===== src/jfs_pkg.sv =====
// ----------------------------------------------------------------------------
// jfs_pkg
// Shared codes, types and helpers for the JPEG frame size scanner.
// ----------------------------------------------------------------------------
package jfs_pkg;

  // Parse phase codes
  localparam logic [3:0] PH_START0  = 4'd0;
  localparam logic [3:0] PH_START1  = 4'd1;
  localparam logic [3:0] PH_HUNT    = 4'd2;
  localparam logic [3:0] PH_MARKER  = 4'd3;
  localparam logic [3:0] PH_SOFLEN0 = 4'd4;
  localparam logic [3:0] PH_SOFLEN1 = 4'd5;
  localparam logic [3:0] PH_PREC    = 4'd6;
  localparam logic [3:0] PH_HGT0    = 4'd7;
  localparam logic [3:0] PH_HGT1    = 4'd8;
  localparam logic [3:0] PH_WID0    = 4'd9;
  localparam logic [3:0] PH_WID1    = 4'd10;
  localparam logic [3:0] PH_COMP    = 4'd11;
  localparam logic [3:0] PH_LEN0    = 4'd12;
  localparam logic [3:0] PH_LEN1    = 4'd13;
  localparam logic [3:0] PH_SKIP    = 4'd14;
  localparam logic [3:0] PH_IDLE    = 4'd15;

  // Result status codes
  localparam logic [2:0] ST_OK       = 3'd0;
  localparam logic [2:0] ST_BADSTART = 3'd1;
  localparam logic [2:0] ST_JUNK     = 3'd2;
  localparam logic [2:0] ST_SCANEND  = 3'd3;
  localparam logic [2:0] ST_BADLEN   = 3'd4;
  localparam logic [2:0] ST_EARLY    = 3'd5;

  // Marker bytes
  localparam logic [7:0] MK_FILL = 8'hFF;
  localparam logic [7:0] MK_SOI  = 8'hD8;
  localparam logic [7:0] MK_SOS  = 8'hDA;
  localparam logic [7:0] MK_EOI  = 8'hD9;
  localparam logic [7:0] MK_SOF_LO = 8'hC0;
  localparam logic [7:0] MK_SOF_HI = 8'hCF;
  localparam logic [7:0] MK_DHT  = 8'hC4;
  localparam logic [7:0] MK_JPG  = 8'hC8;
  localparam logic [7:0] MK_DAC  = 8'hCC;

  localparam logic [15:0] MIN_SEG_LEN = 16'd2;

  // Parser state carried from beat to beat
  typedef struct packed {
    logic [3:0]  phase;
    logic        junk_seen;
    logic [15:0] skip_count;
    logic [15:0] height_hold;
    logic [15:0] width_hold;
  } parse_state_t;

  localparam parse_state_t PARSE_RESET = '{
    phase:       PH_START0,
    junk_seen:   1'b0,
    skip_count:  16'd0,
    height_hold: 16'd0,
    width_hold:  16'd0
  };

  // One result beat
  typedef struct packed {
    logic        fire;
    logic [2:0]  status;
    logic [15:0] height;
    logic [15:0] width;
  } scan_result_t;

  // Start-of-frame codes: C0..CF except DHT, JPG and DAC
  function automatic logic is_frame_marker(input logic [7:0] m);
    logic in_range;
    in_range = (m >= MK_SOF_LO) && (m <= MK_SOF_HI);
    return in_range && (m != MK_DHT) && (m != MK_JPG) && (m != MK_DAC);
  endfunction

endpackage


===== src/jpeg_frame_size_scanner.sv =====
// ----------------------------------------------------------------------------
// jpeg_frame_size_scanner
// A result is registered and appears in the cycle after the byte that completes it.
// Throughput: one byte per cycle; the parser state updates in a single step.
// A result waiting on out_ready holds off the next byte until it is taken.
// Reset: synchronous; parser goes to expecting the first start byte, no result.
// ----------------------------------------------------------------------------
// Walks JPEG markers byte by byte and reports the first frame size or a
// failure status.
// ----------------------------------------------------------------------------
module jpeg_frame_size_scanner
  import jfs_pkg::*;
(
  input  logic        clk,
  input  logic        rst,
  input  logic        in_valid,
  output logic        in_ready,
  input  logic [7:0]  byte_value,
  input  logic        start_of_file,
  input  logic        end_of_file,
  output logic        out_valid,
  input  logic        out_ready,
  output logic [2:0]  status,
  output logic [15:0] frame_height,
  output logic [15:0] frame_width
);

  parse_state_t state;
  parse_state_t state_next;
  scan_result_t res;
  logic         in_fire;

  assign in_ready = !out_valid || out_ready;
  assign in_fire  = in_valid && in_ready;

  jfs_step u_step (
    .cur           (state),
    .byte_value    (byte_value),
    .start_of_file (start_of_file),
    .end_of_file   (end_of_file),
    .nxt           (state_next),
    .res           (res)
  );

  // parser state
  always_ff @(posedge clk) begin
    if (rst) begin
      state <= PARSE_RESET;
    end else if (in_fire) begin
      state <= state_next;
    end
  end

  // result register
  always_ff @(posedge clk) begin
    if (rst) begin
      out_valid <= 1'b0;
    end else if (in_fire && res.fire) begin
      out_valid <= 1'b1;
    end else if (out_ready) begin
      out_valid <= 1'b0;
    end
  end

  always_ff @(posedge clk) begin
    if (in_fire && res.fire) begin
      status       <= res.status;
      frame_height <= res.height;
      frame_width  <= res.width;
    end
  end

endmodule


===== src/jfs_step.sv =====
// ----------------------------------------------------------------------------
// jfs_step
// Next-state and result logic for one byte of the marker parser.
// ----------------------------------------------------------------------------
module jfs_step
  import jfs_pkg::*;
(
  input  parse_state_t cur,
  input  logic [7:0]   byte_value,
  input  logic         start_of_file,
  input  logic         end_of_file,
  output parse_state_t nxt,
  output scan_result_t res
);

  parse_state_t eff;
  logic [15:0]  seg_len;

  // start flag restarts the parse on this byte
  assign eff     = start_of_file ? PARSE_RESET : cur;
  assign seg_len = {eff.skip_count[7:0], byte_value};

  always_comb begin
    nxt = eff;
    res = '{fire: 1'b0, status: ST_OK, height: 16'd0, width: 16'd0};
    if (eff.phase == PH_IDLE) begin
      // finished; wait for a restart
    end else if (end_of_file) begin
      res.fire   = 1'b1;
      res.status = ST_EARLY;
      nxt.phase  = PH_IDLE;
    end else begin
      unique case (eff.phase)
        PH_START0: begin
          if (byte_value != MK_FILL) begin
            res.fire   = 1'b1;
            res.status = ST_BADSTART;
            nxt.phase  = PH_IDLE;
          end else begin
            nxt.phase = PH_START1;
          end
        end
        PH_START1: begin
          if (byte_value != MK_SOI) begin
            res.fire   = 1'b1;
            res.status = ST_BADSTART;
            nxt.phase  = PH_IDLE;
          end else begin
            nxt.phase     = PH_HUNT;
            nxt.junk_seen = 1'b0;
          end
        end
        PH_HUNT: begin
          if (byte_value == MK_FILL) nxt.phase = PH_MARKER;
          else nxt.junk_seen = 1'b1;
        end
        PH_MARKER: begin
          if (byte_value == MK_FILL) begin
            // fill byte, keep hunting for the code
          end else if (eff.junk_seen) begin
            res.fire   = 1'b1;
            res.status = ST_JUNK;
            nxt.phase  = PH_IDLE;
          end else if (is_frame_marker(byte_value)) begin
            nxt.phase = PH_SOFLEN0;
          end else if (byte_value == MK_SOS || byte_value == MK_EOI) begin
            res.fire   = 1'b1;
            res.status = ST_SCANEND;
            nxt.phase  = PH_IDLE;
          end else begin
            nxt.phase = PH_LEN0;
          end
        end
        PH_SOFLEN0: nxt.phase = PH_SOFLEN1;
        PH_SOFLEN1: nxt.phase = PH_PREC;
        PH_PREC:    nxt.phase = PH_HGT0;
        PH_HGT0: begin
          nxt.height_hold = {byte_value, 8'd0};
          nxt.phase       = PH_HGT1;
        end
        PH_HGT1: begin
          nxt.height_hold = {eff.height_hold[15:8], byte_value};
          nxt.phase       = PH_WID0;
        end
        PH_WID0: begin
          nxt.width_hold = {byte_value, 8'd0};
          nxt.phase      = PH_WID1;
        end
        PH_WID1: begin
          nxt.width_hold = {eff.width_hold[15:8], byte_value};
          nxt.phase      = PH_COMP;
        end
        PH_COMP: begin
          res.fire   = 1'b1;
          res.status = ST_OK;
          res.height = eff.height_hold;
          res.width  = eff.width_hold;
          nxt.phase  = PH_IDLE;
        end
        PH_LEN0: begin
          // high byte of the length held in skip_count
          nxt.skip_count = {8'd0, byte_value};
          nxt.phase      = PH_LEN1;
        end
        PH_LEN1: begin
          if (seg_len < MIN_SEG_LEN) begin
            res.fire   = 1'b1;
            res.status = ST_BADLEN;
            nxt.phase  = PH_IDLE;
          end else begin
            nxt.skip_count = seg_len - MIN_SEG_LEN;
            nxt.junk_seen  = 1'b0;
            nxt.phase      = (seg_len == MIN_SEG_LEN) ? PH_HUNT : PH_SKIP;
          end
        end
        PH_SKIP: begin
          nxt.skip_count = eff.skip_count - 16'd1;
          if (eff.skip_count == 16'd1) begin
            nxt.junk_seen = 1'b0;
            nxt.phase     = PH_HUNT;
          end
        end
        default: nxt.phase = PH_IDLE;
      endcase
    end
  end

endmodule


===== config.mk =====
export PLATFORM = sky130hd
export DESIGN_NAME = jpeg_frame_size_scanner
export DESIGN_NICKNAME = d
export VERILOG_FILES = /design/src/jfs_pkg.sv /design/src/jpeg_frame_size_scanner.sv /design/src/jfs_step.sv
export SDC_FILE = /design/constraint.sdc
export NUM_CORES = 1
export LEC_CHECK = 0
export ABC_CLOCK_PERIOD_IN_PS = 6510
export BUFFER_PORTS_ARGS = -buffer_cell sky130_fd_sc_hd__clkbuf_2
export CAP_MARGIN = 30
export CORE_MARGIN = 8
export CORE_UTILIZATION = 55
export DETAILED_ROUTE_END_ITERATION = 10
export PLACE_DENSITY = 0.75
export REMOVE_ABC_BUFFERS = 1
export SETUP_SLACK_MARGIN = 0.4
export SYNTH_ARGS = -nofsm -noshare
export SYNTH_HDL_FRONTEND = slang
export SYNTH_SLANG_ARGS = --single-unit

===== constraint.sdc =====
create_clock -name clk -period 6.51 [get_ports clk]
set_input_delay 1.302 -clock clk [delete_from_list [all_inputs] [get_ports clk]]
set_output_delay 1.302 -clock clk [all_outputs]
set_load 0.05 [all_outputs]

==> metrics.txt <==
status=completed; Final Setup Violations=0; max-cap viol count=0; std cell rows=34; Ant. Diodes=0; pre-CTS setup slack=2.491 ns; Hold WC Path Type=reg2reg; FFs w/ async S/R, synth=0%; Crit. End Element=flip-flop; Area contributors post-synth=dfxtp_1 (22%), edfxtp_1 (21%), a22oi_1 (5.2%), nor2_1 (5.2%), and2_1 (4.5%); wire per inst=20.70 um; worst setup path class=in2reg; top_reg_cell synth=dfxtp_1; RSZ-0062 raised after global routing=false; Syn Std Cell Area=0.004888 mm^2; P&R area growth vs syn=8.984%; routed vias/inst=6.759; Routed WL=14.01 mm; WP data required=6.53 ns; gpl congestion=1.033; CTS clk-pin slew, worst paths=0.10 ns; CP arrival=3.73 ns; gr ovfl total=0; Worst VDD drop=0.0001112 V; post-cts repair resize count=0; layout net count=582; Distinct cells, synth=72; initial antenna violation count=0; most frequent cell after synthesis=nor2_1; Leak=1.911 nW; Die ar.=0.01216 mm^2; total CTS buffers=9; Seq/Total Area, Yosys=43.61%; Post-synth EDFFs=35; syn avg cell area=9.086 um^2; Chip Height=110.3 um; first-pass GRT wire length=21.97 mm; CTS tree=yes; Hold WS=0.4977 ns; Port Buffer Count=50; total number of vias=4576; Final Max Tran Viols=0; post-detailed-route count of antenna-violating nets=0; layout cells sized above 1=15.64%; Fmax=0.2696 GHz; largest net degree at the start of global routing=41; yosys warns=0; hold_buf cts=0; worst setup margin=2.801 ns; Seq cells post-synth=89; H-tree Lvls=3; chip width=110.3 um; measured slew at the worst slew-check pin=1.030 ns; Tcrit/Tclk final=56.98%; fill count=784; Ports=51; clock tree buffer depth=2; Worst slew margin=30.82%; gr usage total=23.18%; Synth Instances=538; Starting Density=56.33%; Skew-Pair Late Insertion Delay=0.37 ns; Core Area=0.008678 mm^2; number of global-route vias before repair=4203; Crit Path Max Fanout=35; drt drc=0; top cell type's share of synthesized area=22.11%; clock sinks=89; final hold vios=0; Fin Clk Skew=0.01353 ns; element type at the critical path start=input port; clock period minus worst slack=3.709 ns; detailed placer's ending HPWL=9.606 mm; clock root cell=clkbuf_8; TNS Setup=0 ns; DR pass1 iterations=5; PD cells=224.8 mW/mm^2; leading area contributor after synthesis=dfxtp_1; First DRT Iteration DRCs=571; Synth top cells by count=nor2_1 (68), dfxtp_1 (54), and2_1 (35), edfxtp_1 (35), a22oi_1 (34); Post-CTS Setup Bufs=0
worst max-delay path, cell delays in order:
cell,delay (ns)
clkbuf_2,0.36
nand2b_1,0.30
ha_1,0.42
o211a_1,0.39
nand3_1,0.24
a211oi_4,0.26
buf_4,0.41
routing by layer:
metal  vias up  share of wire, %  track usage [%]
li1       2080                 -                -
met1      2164                42            30.37
met4         0               3.6            12.18
met2       281                45            34.98
met5         -                 0                0
met3        51                10            5.291
through the flow:
step | power (mW) | instance area, um^2 | instances | util [%]
global placement | 0.8231 | 5131 | 661 | 59.13
floorplan | 0.7572 | 4690 | 498 | -
finish | 1.198 | 5328 | 677 | 61.39
CTS | 1.200 | 5328 | 677 | 61.39
global route | 1.237 | 5328 | 677 | 61.39
detailed placement | 0.8244 | 5131 | 661 | 59.13
placed cells by master, fill, tap and decap left out, types with 5 or more instances in the layout:
cell / synthesis / routed
nand2b_1: 10 / 10
clkbuf_8: 0 / 9
o31ai_1: 5 / 5
o21ai_0: 27 / 27
nand4_1: 6 / 6
buf_4: 1 / 5
edfxtp_1: 35 / 35
inv_1: 12 / 12
dfxtp_1: 54 / 54
o211ai_1: 15 / 15
a31oi_1: 9 / 9
and2_1: 35 / 35
xnor2_1: 5 / 5
nand3_1: 12 / 12
clkbuf_2: 0 / 50
nand2_1: 22 / 22
nor3b_1: 5 / 5
a22oi_1: 34 / 34
nor2_1: 68 / 68
nor3_1: 17 / 17
a21oi_1: 26 / 26
path summary, 6_finish.rpt:
path,slack [ns],start,to,depth (start not counted)
min reg2reg,0.50,state[12],state[12],2
max,2.80,start_of_file,frame_height[11],7
min,0.50,state[12],state[12],2
max reg2reg,3.30,state[49],frame_height[11],5
kinds of logic (layout without fill, tap and decap cells):
group	Yosys count	count (layout)	share of synthesized area (%)
AO/OA/AOI/OAI	173	173	25.29
AND/OR/NAND/NOR	210	210	23.34
multiplexers	2	2	0.4095
XOR/XNOR	7	7	1.254
adder cells (fa/ha/maj)	4	4	1.024
flip-flops	89	89	43.61
buffers and inverters	53	84	5.068
sequential cells by signal (all words and copies together) (netlist names):
register and cells:
state 53, frame_height 16, frame_width 16, status 3
out_valid 1
layout make-up:
class | instances | area, um^2 | area share [%]
Clock buffer | 9 | 123.9 | 2.325
Sequential cell | 89 | 2132 | 40.02
Multi-Input combinational cell | 396 | 2527 | 47.44
Timing Repair Buffer | 55 | 287.8 | 5.402
Clock inverter | 7 | 72.57 | 1.362
Inverter | 13 | 48.80 | 0.9159
Tap cell | 108 | 135.1 | 2.536
report_power, final:
group          internal, mW  switching, mW  leakage (nW)
Sequential            0.599         0.0183         0.782
Combinational        0.0467          0.151          1.04
Clock                 0.150          0.233        0.0902
(Power assumes the default switching activity.)
